## src/hw/rtl/h264_fua_pkg.sv

```systemverilog
// Shared types and constants for the H.264 NAL to RTP FU-A packetizer.
// No dependencies; imported by every module of the block.
`timescale 1ns / 1ps

package h264_fua_pkg;

  // Default configuration and sizing
  localparam int LENGTH_BITS_DEF = 20;
  localparam int QUEUE_DEPTH_DEF = 4;
  localparam int MAXP_BITS       = 12;
  localparam int SEQ_BITS        = 16;
  localparam int CFG_INDEX_BITS  = 8;
  localparam int CFG_DATA_BITS   = 16;
  localparam int OUT_TDATA_W     = 24;

  localparam logic [MAXP_BITS-1:0] MAXP_RESET = 12'd1400;
  localparam logic [SEQ_BITS-1:0]  SEQ_RESET  = 16'd0;

  // Configuration register indexes
  localparam logic [CFG_INDEX_BITS-1:0] CFG_MAX_PAYLOAD = 8'd0;
  localparam logic [CFG_INDEX_BITS-1:0] CFG_INIT_SEQ    = 8'd1;

  // RFC 6184 header bits
  localparam logic [7:0] NRI_MASK   = 8'h60;
  localparam logic [7:0] TYPE_MASK  = 8'h1F;
  localparam logic [7:0] FU_A_TYPE  = 8'd28;
  localparam logic [7:0] FU_START   = 8'h80;
  localparam logic [7:0] FU_END     = 8'h40;

  typedef struct packed {
    logic                      valid;
    logic [CFG_INDEX_BITS-1:0] index;
    logic [CFG_DATA_BITS-1:0]  data;
  } cfg_wr_t;

  // One queued job: a single payload byte, or a data byte that opens a fragment
  typedef struct packed {
    logic [7:0]          data_byte;
    logic [7:0]          ind_byte;
    logic [7:0]          fuh_byte;
    logic                frag_start;
    logic                packet_first;
    logic                packet_last;
    logic [SEQ_BITS-1:0] seq;
  } q_entry_t;

  typedef struct packed {
    logic full;
    logic empty;
  } q_stat_t;

  typedef enum logic [1:0] {
    PH_HEAD,
    PH_FUH,
    PH_DATA
  } phase_t;

endpackage

```

## src/hw/rtl/h264_fua_front.sv

```systemverilog
// Front end: accepts NAL bytes, tracks NAL and fragment state, builds queue jobs.
// Depends on h264_fua_pkg.
`timescale 1ns / 1ps

module h264_fua_front #(
  parameter int LENGTH_BITS = h264_fua_pkg::LENGTH_BITS_DEF
) (
  input  logic                   clk,
  input  logic                   rst_n,
  input  logic                   in_valid,
  output logic                   in_ready,
  input  logic [7:0]             in_byte,
  input  logic                   in_first,
  input  logic [LENGTH_BITS-1:0] in_length,
  input  h264_fua_pkg::cfg_wr_t  cfg,
  input  h264_fua_pkg::q_stat_t  q_stat,
  output logic                   push,
  output h264_fua_pkg::q_entry_t push_entry
);
  import h264_fua_pkg::*;

  localparam int CW = (LENGTH_BITS > MAXP_BITS) ? LENGTH_BITS : MAXP_BITS;

  logic [MAXP_BITS-1:0]   max_payload_r, max_payload_nxt;
  logic [SEQ_BITS-1:0]    seq_r, seq_nxt;
  logic [LENGTH_BITS-1:0] remaining_r, remaining_nxt;
  logic [MAXP_BITS-1:0]   fill_r, fill_nxt;
  logic [7:0]             held_r, held_nxt;
  logic                   mode_r, mode_nxt;
  logic                   active_r, active_nxt;
  logic                   start_r, start_nxt;

  logic                   accept;
  logic [MAXP_BITS-1:0]   mp;
  logic [LENGTH_BITS-1:0] len;
  logic [SEQ_BITS-1:0]    seq_plus;
  logic [SEQ_BITS-1:0]    seq_base;
  logic [MAXP_BITS-1:0]   fill_inc;
  logic                   last_byte;
  logic                   chunk_end;
  logic                   len_fits;
  logic                   rem_fits;

  assign in_ready  = !q_stat.full;
  assign accept    = in_valid && in_ready;
  assign mp        = (max_payload_r == '0) ? MAXP_BITS'(1) : max_payload_r;
  assign len       = (in_length == '0) ? LENGTH_BITS'(1) : in_length;
  assign seq_plus  = seq_r + SEQ_BITS'(1);
  assign seq_base  = (active_r && (!mode_r || fill_r != '0)) ? seq_plus : seq_r;
  assign fill_inc  = fill_r + MAXP_BITS'(1);
  assign last_byte = (remaining_r == LENGTH_BITS'(1));
  assign chunk_end = last_byte || (fill_inc >= mp);
  assign len_fits  = (CW'(len) <= CW'(mp));
  assign rem_fits  = (CW'(remaining_r) <= CW'(mp));

  always_comb begin
    max_payload_nxt = max_payload_r;
    seq_nxt         = seq_r;
    remaining_nxt   = remaining_r;
    fill_nxt        = fill_r;
    held_nxt        = held_r;
    mode_nxt        = mode_r;
    active_nxt      = active_r;
    start_nxt       = start_r;
    push            = 1'b0;

    push_entry.data_byte    = in_byte;
    push_entry.ind_byte     = (held_r & NRI_MASK) | FU_A_TYPE;
    push_entry.fuh_byte     = (held_r & TYPE_MASK) | (start_r ? FU_START : 8'h00)
                              | (rem_fits ? FU_END : 8'h00);
    push_entry.frag_start   = 1'b0;
    push_entry.packet_first = 1'b0;
    push_entry.packet_last  = 1'b0;
    push_entry.seq          = seq_r;

    if (accept) begin
      if (in_first) begin
        // Header byte: close out any abandoned payload, then pick the mode
        remaining_nxt = len - LENGTH_BITS'(1);
        fill_nxt      = '0;
        active_nxt    = 1'b1;
        if (len_fits) begin
          mode_nxt                = 1'b0;
          push                    = 1'b1;
          push_entry.packet_first = 1'b1;
          push_entry.packet_last  = (len == LENGTH_BITS'(1));
          push_entry.seq          = seq_base;
          if (len == LENGTH_BITS'(1)) begin
            seq_nxt    = seq_base + SEQ_BITS'(1);
            active_nxt = 1'b0;
          end else begin
            seq_nxt = seq_base;
          end
        end else begin
          mode_nxt  = 1'b1;
          held_nxt  = in_byte;
          start_nxt = 1'b1;
          seq_nxt   = seq_base;
        end
      end else if (active_r) begin
        remaining_nxt = remaining_r - LENGTH_BITS'(1);
        push          = 1'b1;
        if (!mode_r) begin
          push_entry.packet_last = last_byte;
          if (last_byte) begin
            seq_nxt    = seq_plus;
            active_nxt = 1'b0;
          end
        end else begin
          push_entry.frag_start  = (fill_r == '0);
          push_entry.packet_last = chunk_end;
          start_nxt              = 1'b0;
          if (chunk_end) begin
            seq_nxt  = seq_plus;
            fill_nxt = '0;
          end else begin
            fill_nxt = fill_inc;
          end
          if (last_byte) begin
            active_nxt = 1'b0;
          end
        end
      end
    end

    if (cfg.valid) begin
      if (cfg.index == CFG_MAX_PAYLOAD) begin
        max_payload_nxt = cfg.data[MAXP_BITS-1:0];
      end else if (cfg.index == CFG_INIT_SEQ) begin
        seq_nxt = cfg.data[SEQ_BITS-1:0];
      end
    end
  end

  always_ff @(posedge clk) begin
    if (!rst_n) begin
      max_payload_r <= MAXP_RESET;
      seq_r         <= SEQ_RESET;
      remaining_r   <= '0;
      fill_r        <= '0;
      held_r        <= '0;
      mode_r        <= 1'b0;
      active_r      <= 1'b0;
      start_r       <= 1'b0;
    end else begin
      max_payload_r <= max_payload_nxt;
      seq_r         <= seq_nxt;
      remaining_r   <= remaining_nxt;
      fill_r        <= fill_nxt;
      held_r        <= held_nxt;
      mode_r        <= mode_nxt;
      active_r      <= active_nxt;
      start_r       <= start_nxt;
    end
  end

endmodule

```

## src/hw/rtl/h264_fua_queue.sv

```systemverilog
// Short job queue between the front end and the beat sequencer.
// Depends on h264_fua_pkg.
`timescale 1ns / 1ps

module h264_fua_queue #(
  parameter int DEPTH = h264_fua_pkg::QUEUE_DEPTH_DEF
) (
  input  logic                   clk,
  input  logic                   rst_n,
  input  logic                   push,
  input  h264_fua_pkg::q_entry_t push_entry,
  input  logic                   pop,
  output h264_fua_pkg::q_stat_t  q_stat,
  output h264_fua_pkg::q_entry_t head
);
  import h264_fua_pkg::*;

  localparam int PTR_W = (DEPTH > 1) ? $clog2(DEPTH) : 1;
  localparam int CNT_W = $clog2(DEPTH + 1);

  q_entry_t           mem_r [DEPTH];
  logic [PTR_W-1:0]   wr_ptr_r, wr_ptr_nxt;
  logic [PTR_W-1:0]   rd_ptr_r, rd_ptr_nxt;
  logic [CNT_W-1:0]   count_r, count_nxt;

  assign q_stat.full  = (count_r == CNT_W'(DEPTH));
  assign q_stat.empty = (count_r == '0);
  assign head         = mem_r[rd_ptr_r];

  always_comb begin
    wr_ptr_nxt = wr_ptr_r;
    rd_ptr_nxt = rd_ptr_r;
    count_nxt  = count_r;
    if (push) begin
      wr_ptr_nxt = (wr_ptr_r == PTR_W'(DEPTH - 1)) ? '0 : wr_ptr_r + PTR_W'(1);
    end
    if (pop) begin
      rd_ptr_nxt = (rd_ptr_r == PTR_W'(DEPTH - 1)) ? '0 : rd_ptr_r + PTR_W'(1);
    end
    if (push && !pop) begin
      count_nxt = count_r + CNT_W'(1);
    end else if (pop && !push) begin
      count_nxt = count_r - CNT_W'(1);
    end
  end

  always_ff @(posedge clk) begin
    if (push) begin
      mem_r[wr_ptr_r] <= push_entry;
    end
  end

  always_ff @(posedge clk) begin
    if (!rst_n) begin
      wr_ptr_r <= '0;
      rd_ptr_r <= '0;
      count_r  <= '0;
    end else begin
      wr_ptr_r <= wr_ptr_nxt;
      rd_ptr_r <= rd_ptr_nxt;
      count_r  <= count_nxt;
    end
  end

`ifndef ASSERT_OFF
  a_push_has_room: assert property (@(posedge clk) disable iff (!rst_n)
    push |-> (count_r < CNT_W'(DEPTH)))
    else $error("queue push while full");

  a_pop_has_job: assert property (@(posedge clk) disable iff (!rst_n)
    pop |-> (count_r != '0))
    else $error("queue pop while empty");
`endif

endmodule

```

## src/hw/rtl/h264_fua_back.sv

```systemverilog
// Back end: turns each queued job into one beat, or three for a fragment start.
// Depends on h264_fua_pkg.
`timescale 1ns / 1ps

module h264_fua_back (
  input  logic                   clk,
  input  logic                   rst_n,
  input  h264_fua_pkg::q_stat_t  q_stat,
  input  h264_fua_pkg::q_entry_t head,
  output logic                   pop,
  output logic                   out_valid,
  input  logic                   out_ready,
  output logic [7:0]             out_byte,
  output logic                   out_first,
  output logic                   out_last,
  output logic                   out_run_last,
  output logic [h264_fua_pkg::SEQ_BITS-1:0] out_seq
);
  import h264_fua_pkg::*;

  phase_t phase_r, phase_nxt;
  logic   head_valid;
  logic   beat;

  assign head_valid = !q_stat.empty;
  assign out_valid  = head_valid;
  assign out_seq    = head.seq;
  assign beat       = head_valid && out_ready;

  always_comb begin
    phase_nxt = phase_r;
    case (phase_r)
      PH_HEAD: if (beat && head.frag_start) phase_nxt = PH_FUH;
      PH_FUH:  if (beat) phase_nxt = PH_DATA;
      PH_DATA: if (beat) phase_nxt = PH_HEAD;
      default: phase_nxt = PH_HEAD;
    endcase
  end

  always_comb begin
    out_byte     = head.data_byte;
    out_first    = 1'b0;
    out_last     = 1'b0;
    out_run_last = 1'b0;
    pop          = 1'b0;
    case (phase_r)
      PH_HEAD: begin
        if (head.frag_start) begin
          out_byte  = head.ind_byte;
          out_first = 1'b1;
        end else begin
          out_first    = head.packet_first;
          out_last     = head.packet_last;
          out_run_last = 1'b1;
          pop          = beat;
        end
      end
      PH_FUH: begin
        out_byte = head.fuh_byte;
      end
      PH_DATA: begin
        out_last     = head.packet_last;
        out_run_last = 1'b1;
        pop          = beat;
      end
      default: begin
        out_byte = head.data_byte;
      end
    endcase
  end

  always_ff @(posedge clk) begin
    if (!rst_n) begin
      phase_r <= PH_HEAD;
    end else begin
      phase_r <= phase_nxt;
    end
  end

`ifndef ASSERT_OFF
  a_mid_job_has_head: assert property (@(posedge clk) disable iff (!rst_n)
    (phase_r != PH_HEAD) |-> head_valid)
    else $error("fragment sequence lost its queued job");

  a_stall_holds_phase: assert property (@(posedge clk) disable iff (!rst_n)
    (out_valid && !out_ready) |=> $stable(phase_r))
    else $error("beat phase moved during a stall");
`endif

endmodule

```

## src/hw/rtl/h264_nal_rtp_fua_packetizer_top.sv

```systemverilog
// Top level of the H.264 NAL to RTP FU-A packetizer: stream ports and config port.
// Depends on h264_fua_pkg, h264_fua_front, h264_fua_queue, h264_fua_back.
`timescale 1ns / 1ps

// Throughput: one NAL byte per cycle while the job queue has room; each FU-A
//   fragment start adds an FU indicator beat and an FU header beat to the output,
//   issued by the back-end beat sequencer. Each accepted input byte passes
//   through the registered job queue between front and back.
// Reset: synchronous, active low; clears the queue and NAL state, loads
//   max_payload = 1400 and the sequence count = 0. No clearing pass.
module h264_nal_rtp_fua_packetizer_top #(
  parameter int LENGTH_BITS = h264_fua_pkg::LENGTH_BITS_DEF,
  parameter int QUEUE_DEPTH = h264_fua_pkg::QUEUE_DEPTH_DEF,
  localparam int IN_TDATA_W = ((8 + LENGTH_BITS + 7) / 8) * 8
) (
  input  logic                                    clk,
  input  logic                                    rst_n,
  // in_tdata: nal_byte[7:0], nal_length[LENGTH_BITS+7:8], zero fill above
  input  logic                                    in_tvalid,
  output logic                                    in_tready,
  input  logic [IN_TDATA_W-1:0]                   in_tdata,
  // in_tuser: nal_first
  input  logic                                    in_tuser,
  // out_tdata: payload_byte[7:0], packet_sequence[23:8]
  output logic                                    out_tvalid,
  input  logic                                    out_tready,
  output logic [h264_fua_pkg::OUT_TDATA_W-1:0]    out_tdata,
  // out_tuser: packet_first[0], run_last[1]
  output logic [1:0]                              out_tuser,
  // out_tlast: packet_last
  output logic                                    out_tlast,
  input  logic                                    cfg_valid,
  output logic                                    cfg_ready,
  input  logic [h264_fua_pkg::CFG_INDEX_BITS-1:0] cfg_index,
  input  logic [h264_fua_pkg::CFG_DATA_BITS-1:0]  cfg_data
);
  import h264_fua_pkg::*;

  cfg_wr_t             cfg;
  q_stat_t             q_stat;
  q_entry_t            push_entry;
  q_entry_t            head;
  logic                push;
  logic                pop;
  logic [7:0]          out_byte;
  logic                out_first;
  logic                out_run_last;
  logic [SEQ_BITS-1:0] out_seq;

  // Users must land config writes only while idle; unenforced, every beat is taken
  assign cfg_ready = 1'b1;
  assign cfg.valid = cfg_valid;
  assign cfg.index = cfg_index;
  assign cfg.data  = cfg_data;

  // Front: classify each byte, track fill and sequence, enqueue the job
  h264_fua_front #(
    .LENGTH_BITS (LENGTH_BITS)
  ) u_front (
    .clk        (clk),
    .rst_n      (rst_n),
    .in_valid   (in_tvalid),
    .in_ready   (in_tready),
    .in_byte    (in_tdata[7:0]),
    .in_first   (in_tuser),
    .in_length  (in_tdata[LENGTH_BITS+7:8]),
    .cfg        (cfg),
    .q_stat     (q_stat),
    .push       (push),
    .push_entry (push_entry)
  );

  // Queue: decouple byte intake from the extra header beats
  h264_fua_queue #(
    .DEPTH (QUEUE_DEPTH)
  ) u_queue (
    .clk        (clk),
    .rst_n      (rst_n),
    .push       (push),
    .push_entry (push_entry),
    .pop        (pop),
    .q_stat     (q_stat),
    .head       (head)
  );

  // Back: expand jobs into output beats
  h264_fua_back u_back (
    .clk          (clk),
    .rst_n        (rst_n),
    .q_stat       (q_stat),
    .head         (head),
    .pop          (pop),
    .out_valid    (out_tvalid),
    .out_ready    (out_tready),
    .out_byte     (out_byte),
    .out_first    (out_first),
    .out_last     (out_tlast),
    .out_run_last (out_run_last),
    .out_seq      (out_seq)
  );

  assign out_tdata = {out_seq, out_byte};
  assign out_tuser = {out_run_last, out_first};

endmodule
```

## config.mk

```make
export PLATFORM = sky130hd
export DESIGN_NAME = h264_nal_rtp_fua_packetizer_top
export DESIGN_NICKNAME = d
export VERILOG_FILES = /design/src/hw/rtl/h264_fua_pkg.sv /design/src/hw/rtl/h264_fua_front.sv /design/src/hw/rtl/h264_fua_queue.sv /design/src/hw/rtl/h264_fua_back.sv /design/src/hw/rtl/h264_nal_rtp_fua_packetizer_top.sv
export SDC_FILE = /design/constraint.sdc
export NUM_CORES = 1
export LEC_CHECK = 0
export BUFFER_PORTS_ARGS = -buffer_cell sky130_fd_sc_hd__buf_2
export CAP_MARGIN = 20
export CORE_ASPECT_RATIO = 1.1
export CORE_MARGIN = 2
export CORE_UTILIZATION = 50
export CTS_BUF_LIST = sky130_fd_sc_hd__clkbuf_4 sky130_fd_sc_hd__clkbuf_8 sky130_fd_sc_hd__clkbuf_16
export DETAILED_ROUTE_END_ITERATION = 8
export PLACE_DENSITY_LB_ADDON = 0.1
export RECOVER_POWER = 50
export SLEW_MARGIN = 20
export SYNTH_ARGS = -nofsm -noshare
export SYNTH_HDL_FRONTEND = slang
export SYNTH_SLANG_ARGS = --single-unit
```

## constraint.sdc

```tcl
create_clock -name clk -period 6.4 [get_ports clk]
set_clock_uncertainty 0.15 [all_clocks]
set_input_delay 1.92 -clock clk [delete_from_list [all_inputs] [get_ports clk]]
set_output_delay 1.92 -clock clk [all_outputs]
set_load 0.03 [all_outputs]
```

* Word-level counts from Yosys, hierarchy flattened
Memories as Yosys holds them, arrays and structs flattened. A register that Yosys moved wholly into a read port is not among the register bits. Cells that the tools add are included.
Word-level totals: memories 1, bits of input ports 62, logic and storage cells 138, output and inout port bits 30, register bits 79, memory bits (writable) 148
Memories:
- u_queue.mem_r | words 4, bits a word 37, read ports 1, clocked after memory_dff 1, wr ports 1, RTL line h264_fua_queue.sv:21 | q_entry_t mem_r [DEPTH];
Operators by class: $lt $le $gt $ge 3, multiplexer cells 68, bitwise gates (word level) 3, $add $sub $neg 9, reduce and logical (&&, ||, !) cells 30, equal/unequal tests 12
Operators by type and width (count):
- $mux 16 | 13
- $mux 12 | 5
- $mux 20 | 3
- $eq 20x1->1 const B | 2
- $le 20x12->1 | 2
- $sub 20x1->20 const B | 2
- $add 16x1->16 const B | 2
- $mux 1 | 28
- $logic_not 12->1 | 2
- $logic_not 20->1 | 1
- $mux 19 | 1
- $mux 18 | 1
- $mux 8 | 2
- $pmux 8 s2 | 1
- $mux 2 | 7
- $add 12x1->12 const B | 1
- $ge 12x12->1 | 1
- $reduce_bool 12->1 | 1
- $reduce_and 3->1 | 3
- $eq 8x1->1 const B | 1
- $logic_not 8->1 | 1
- $or 5x8->8 | 1
- $or 8x8->8 | 1
- $mux 7 | 1
- 20 further kinds | 42

* Logic depth before layout (Yosys ltp)
depth in word-level cells 12, gate-level depth with buffers 19, depth with buffers taken out 17

* Cells and area by module
A second synthesis with hierarchy kept.
Second synthesis, totals: cells, all modules 1214, area total of the unflattened synthesis 13546.7 sq um
By module, submodules not included:
- h264_fua_queue | sequential area each 5345.1 sq um, instances 1, cells an instance 269, area each 6717.7 sq um
- h264_fua_front | sequential area each 1401.3 sq um, instances 1, cells an instance 876, area each 6329.8 sq um
- h264_fua_back | sequential area each 40.0 sq um, instances 1, cells an instance 65, area each 473.0 sq um
- h264_nal_rtp_fua_packetizer_top | sequential area each 0.0 sq um, instances 1, cells an instance 4, area each 26.3 sq um

* Worst setup path after synthesis
Ideal clock, no wire load.
path type input to register, start point in in_tdata[23], end point mem u_queue.mem_r[3][0] (netlist bit), enable pin, setup time 397 ps, stages 12, buffers on the path 1, data required time 5853 ps, arrival time 5870 ps, slack -17 ps, cells stage by stage or4_1 -> or4_1 -> nor2_1 -> a21oi_1 -> ha_1 -> nand4_1 -> nor3_1 -> a31oi_1 -> or2_2 -> clkbuf_1 -> a21oi_1 -> and2_1
Between the ends: word-level cells in the longest chain between the ends 8
RTL lines:
- start, declared | RTL line h264_nal_rtp_fua_packetizer_top.sv:21 | input logic [IN_TDATA_W-1:0] in_tdata,
- $logic_not 20->1 | RTL line h264_fua_front.sv:47 | assign len = (in_length == '0) ? LENGTH_BITS'(1) : in_length;
- $mux 20 (*) | RTL line h264_fua_front.sv:47
- $le 20x12->1 (*) | RTL line h264_fua_front.sv:53 | assign len_fits = (CW'(len) <= CW'(mp));
- $mux 1 (*) | RTL line h264_fua_front.sv:82 | if (len_fits) begin
- $mux 1 (*) | RTL line h264_fua_front.sv:77 | if (in_first) begin
- $mux 1 (*) | RTL line h264_fua_front.sv:76 | if (accept) begin
- via push | RTL line h264_nal_rtp_fua_packetizer_top.sv:43 | logic push;
- $mux 1 (*) | RTL line h264_fua_queue.sv:48 | if (push) begin
- $mux 1 (implied by the code) (*) | RTL line h264_fua_queue.sv:49 | mem_r[wr_ptr_r] <= push_entry;
- end, declared | RTL line h264_fua_queue.sv:21
Mark *: on every way through the listed nets, which the timed path passes. The rest lies on a longest branch.

* Worst setup path in the final report
start point in in_tdata[25], end point mem u_queue.mem_r[2][6] (netlist bit), enable pin
The elaborated chain is that of the path after synthesis.

==> flow_summary.json <==
{
  "syn-cell-area_sq_um": 12300,
  "htree_levels": 1,
  "synth_warnings": 0,
  "die-area_sq_um": 25800,
  "slew_headroom": -0.879,
  "synthTopCellsByCount": "144 x edfxtp_1, 94 x nand2_1, 92 x nor2_1",
  "endpoint_kind": "register",
  "vdd_ir_drop_max_uv": 145,
  "hold_class": "register to register",
  "fmax_mhz": 168,
  "num_rows": 60,
  "power.total_mw": 3.90,
  "antenna_found_initial": 0,
  "clockBufferDepth": 3,
  "drcViolationCount": 0,
  "worst_pin_slew_ns": 2.82,
  "finalNetCount": 1349,
  "p_per_area_nw_per_um2": 283,
  "post-cts-setup-buffers": 0,
  "report.final.slew_viol_count": 84,
  "violations": "max-capacitance violations, max-slew violations",
  "grt_max_degree": 54,
  "place_congestion": 0.877,
  "syn_nets": 1281,
  "r2r_cells": 15,
  "boundaryPins": 92,
  "routedWlPerCell_microns": 19.5,
  "min_period_ns": 5.94,
  "clk_pin_slew_worst_paths_ns": 0.06,
  "setup_violations": 0,
  "period_share": 0.928,
  "diodes": 0,
  "insertion_delay_ns": 0.52,
  "finalHoldViolations": 0,
  "grt_pass1_wl_mm": 48.7,
  "synth_top_cell_area_share": 0.352,
  "grtUsageTotal": 0.236,
  "cts_sinks": 225,
  "core_area_sq_um": 24300,
  "dr.pass1.iters": 5,
  "drive_gt1_frac": 0.132,
  "vias_per_cell": 6.07,
  "grt_pass1_vias": 9024,
  "cp-start-kind": "input pin",
  "tns_ns": 0,
  "crit_end": "u_queue.mem_r[2][6]",
  "dp_hpwl_mm": 21.5,
  "die_w_microns": 153,
  "yosysMostFrequentCell": "edfxtp_1",
  "place.port_buffers": 86,
  "async_flop_share": 0,
  "vias": 9491,
  "routed_wl_mm": 30.6,
  "final_antenna_net_count": 0,
  "cp_max_fo": 24,
  "cp-startpoint": "in_tdata[25]",
  "synth.area.top_cells": "edfxtp_1 35%, dfxtp_1 13%, mux4_2 6.4%",
  "grt.overflow.total": 0,
  "rrSetupSlack_ns": 2.06,
  "cts-buffers-inserted": 24,
  "synth-main-ff-cell": "edfxtp_1",
  "p_leak_nw": 4.95,
  "synth.yosys.seq_area_share": 0.484,
  "postCtsHoldBufs": 0,
  "synth_edf_count": 144,
  "drv_cap": 2,
  "synth_top_area_cell": "edfxtp_1",
  "path_class": "input pin to register",
  "r2r_end": "u_queue.mem_r[2][16]",
  "ys_ff_latch": 225,
  "synth_cell_type_count": 79,
  "cts_resized": 0,
  "die_height_microns": 168,
  "rsz0062_at_grt": "no",
  "start_util": 0.505,
  "syn_to_final_growth_pct": 12.2,
  "required_ns": 6.46,
  "arrival_ns": 6.00,
  "avgSynthCellArea_sq_um": 10.5,
  "r2r-start": "u_front.fill_r[2]",
  "dr.first_iter.drc_count": 755,
  "status": "complete, but fails checks",
  "cts_tree": "built",
  "syn_inst": 1168,
  "clockRootBuffer": "clkbuf_16"
}
state kept, by name, summed over array words and instances, names as in the netlist, 3 cells and up, named ones only:
register and flops:
u_front.fill_r 12, u_front.held_r 7, u_queue.mem_r 144, u_front.remaining_r 20, u_queue.count_r 3, u_front.max_payload_r 12, u_front.seq_r 16
per-stage QoR:
stage | std cells | area [sq um] | setup WS (ns) | utilization | hold WS (ns)
floorplan | 1168 | 12300 | 0.0355 | - | 0.310
global placement | 1520 | 13100 | 0.0798 | 0.539 | 0.329
detailed placement | 1520 | 13100 | 0.0323 | 0.539 | 0.340
CTS | 1564 | 13900 | 0.551 | 0.572 | 0.350
global route | 1564 | 13800 | 0.212 | 0.567 | 0.374
finish | 1564 | 13800 | 0.459 | 0.567 | 0.350
cells by family after synthesis:
group,Yosys count,share of synthesized area
AND/OR/NAND/NOR,397,0.165
AO/OA/AOI/OAI,255,0.136
flip-flops,225,0.484
buffers and inverters,122,0.0384
XOR/XNOR,66,0.0470
adder cells (fa/ha/maj),51,0.0525
multiplexers,51,0.0773
other,1,0.000305
cell type report:
type,instances,area [sq um]
Fill cell,2189,10500
Sequential cell,225,5950
Multi-Input combinational cell,821,5860
Clock buffer,31,666
Timing Repair Buffer,119,614
Tap cell,310,388
Inverter,45,169
Clock inverter,13,138
where the power goes:
part	switching (mW)	internal, mW
combinational	0.527	0.297
sequential	0.0713	1.62
clock	0.565	0.823
total	1.16	2.74
layer usage:
metal / vias to the layer above / share of wire / global-route usage
li1: 4526 / - / -
met2: 314 / 0.48 / 0.398
met4: 0 / 0.029 / 0.0762
met1: 4589 / 0.43 / 0.321
met3: 62 / 0.057 / 0.0283
met5: - / 0 / 0
how the worst min path moves through the flow:
stage,from,to,depth (start not counted),slack [ns]
after global placement,u_front.remaining_r[17],u_front.remaining_r[17],2,0.33
after global routing,u_front.held_r[3],u_queue.mem_r[3][22],0,0.37
after floorplan,u_front.held_r[0],u_queue.mem_r[0][19],0,0.31
after CTS,u_front.remaining_r[17],u_front.remaining_r[17],2,0.35
final,u_front.held_r[0],u_front.held_r[0],2,0.35
after detailed placement,u_queue.count_r[2],u_queue.count_r[2],2,0.34
worst max-delay path, cell delays in order:
cell	delay [ns]
buf_2	0.10
or4_1	0.57
or4_1	0.58
nor2_1	0.20
a21oi_1	0.12
ha_1	0.29
nand4_1	0.10
nor3_1	0.19
a31oi_1	0.11
or2_2	0.35
a21oi_1	0.15
clkbuf_1	0.19
clkbuf_1	0.24
and2_0	0.57
buf_12	0.27
layout by cell type, fill, tap and decap left out, types with 17 or more instances in the layout:
cell,n
edfxtp_1,144
nand2_1,94
nor2_1,92
dfxtp_1,81
a21oi_1,78
o21ai_0,61
ha_1,50
buf_2,50
clkbuf_1,47
inv_1,44
xnor2_1,41
nand3_1,39
mux4_2,35
nor3_1,32
xor2_1,25
clkbuf_16,24
and3_1,20
or3_1,19
nor4_1,19
nand4_1,17
buf_4,17
No activity file was read; power rests on OpenSTA's default activity.
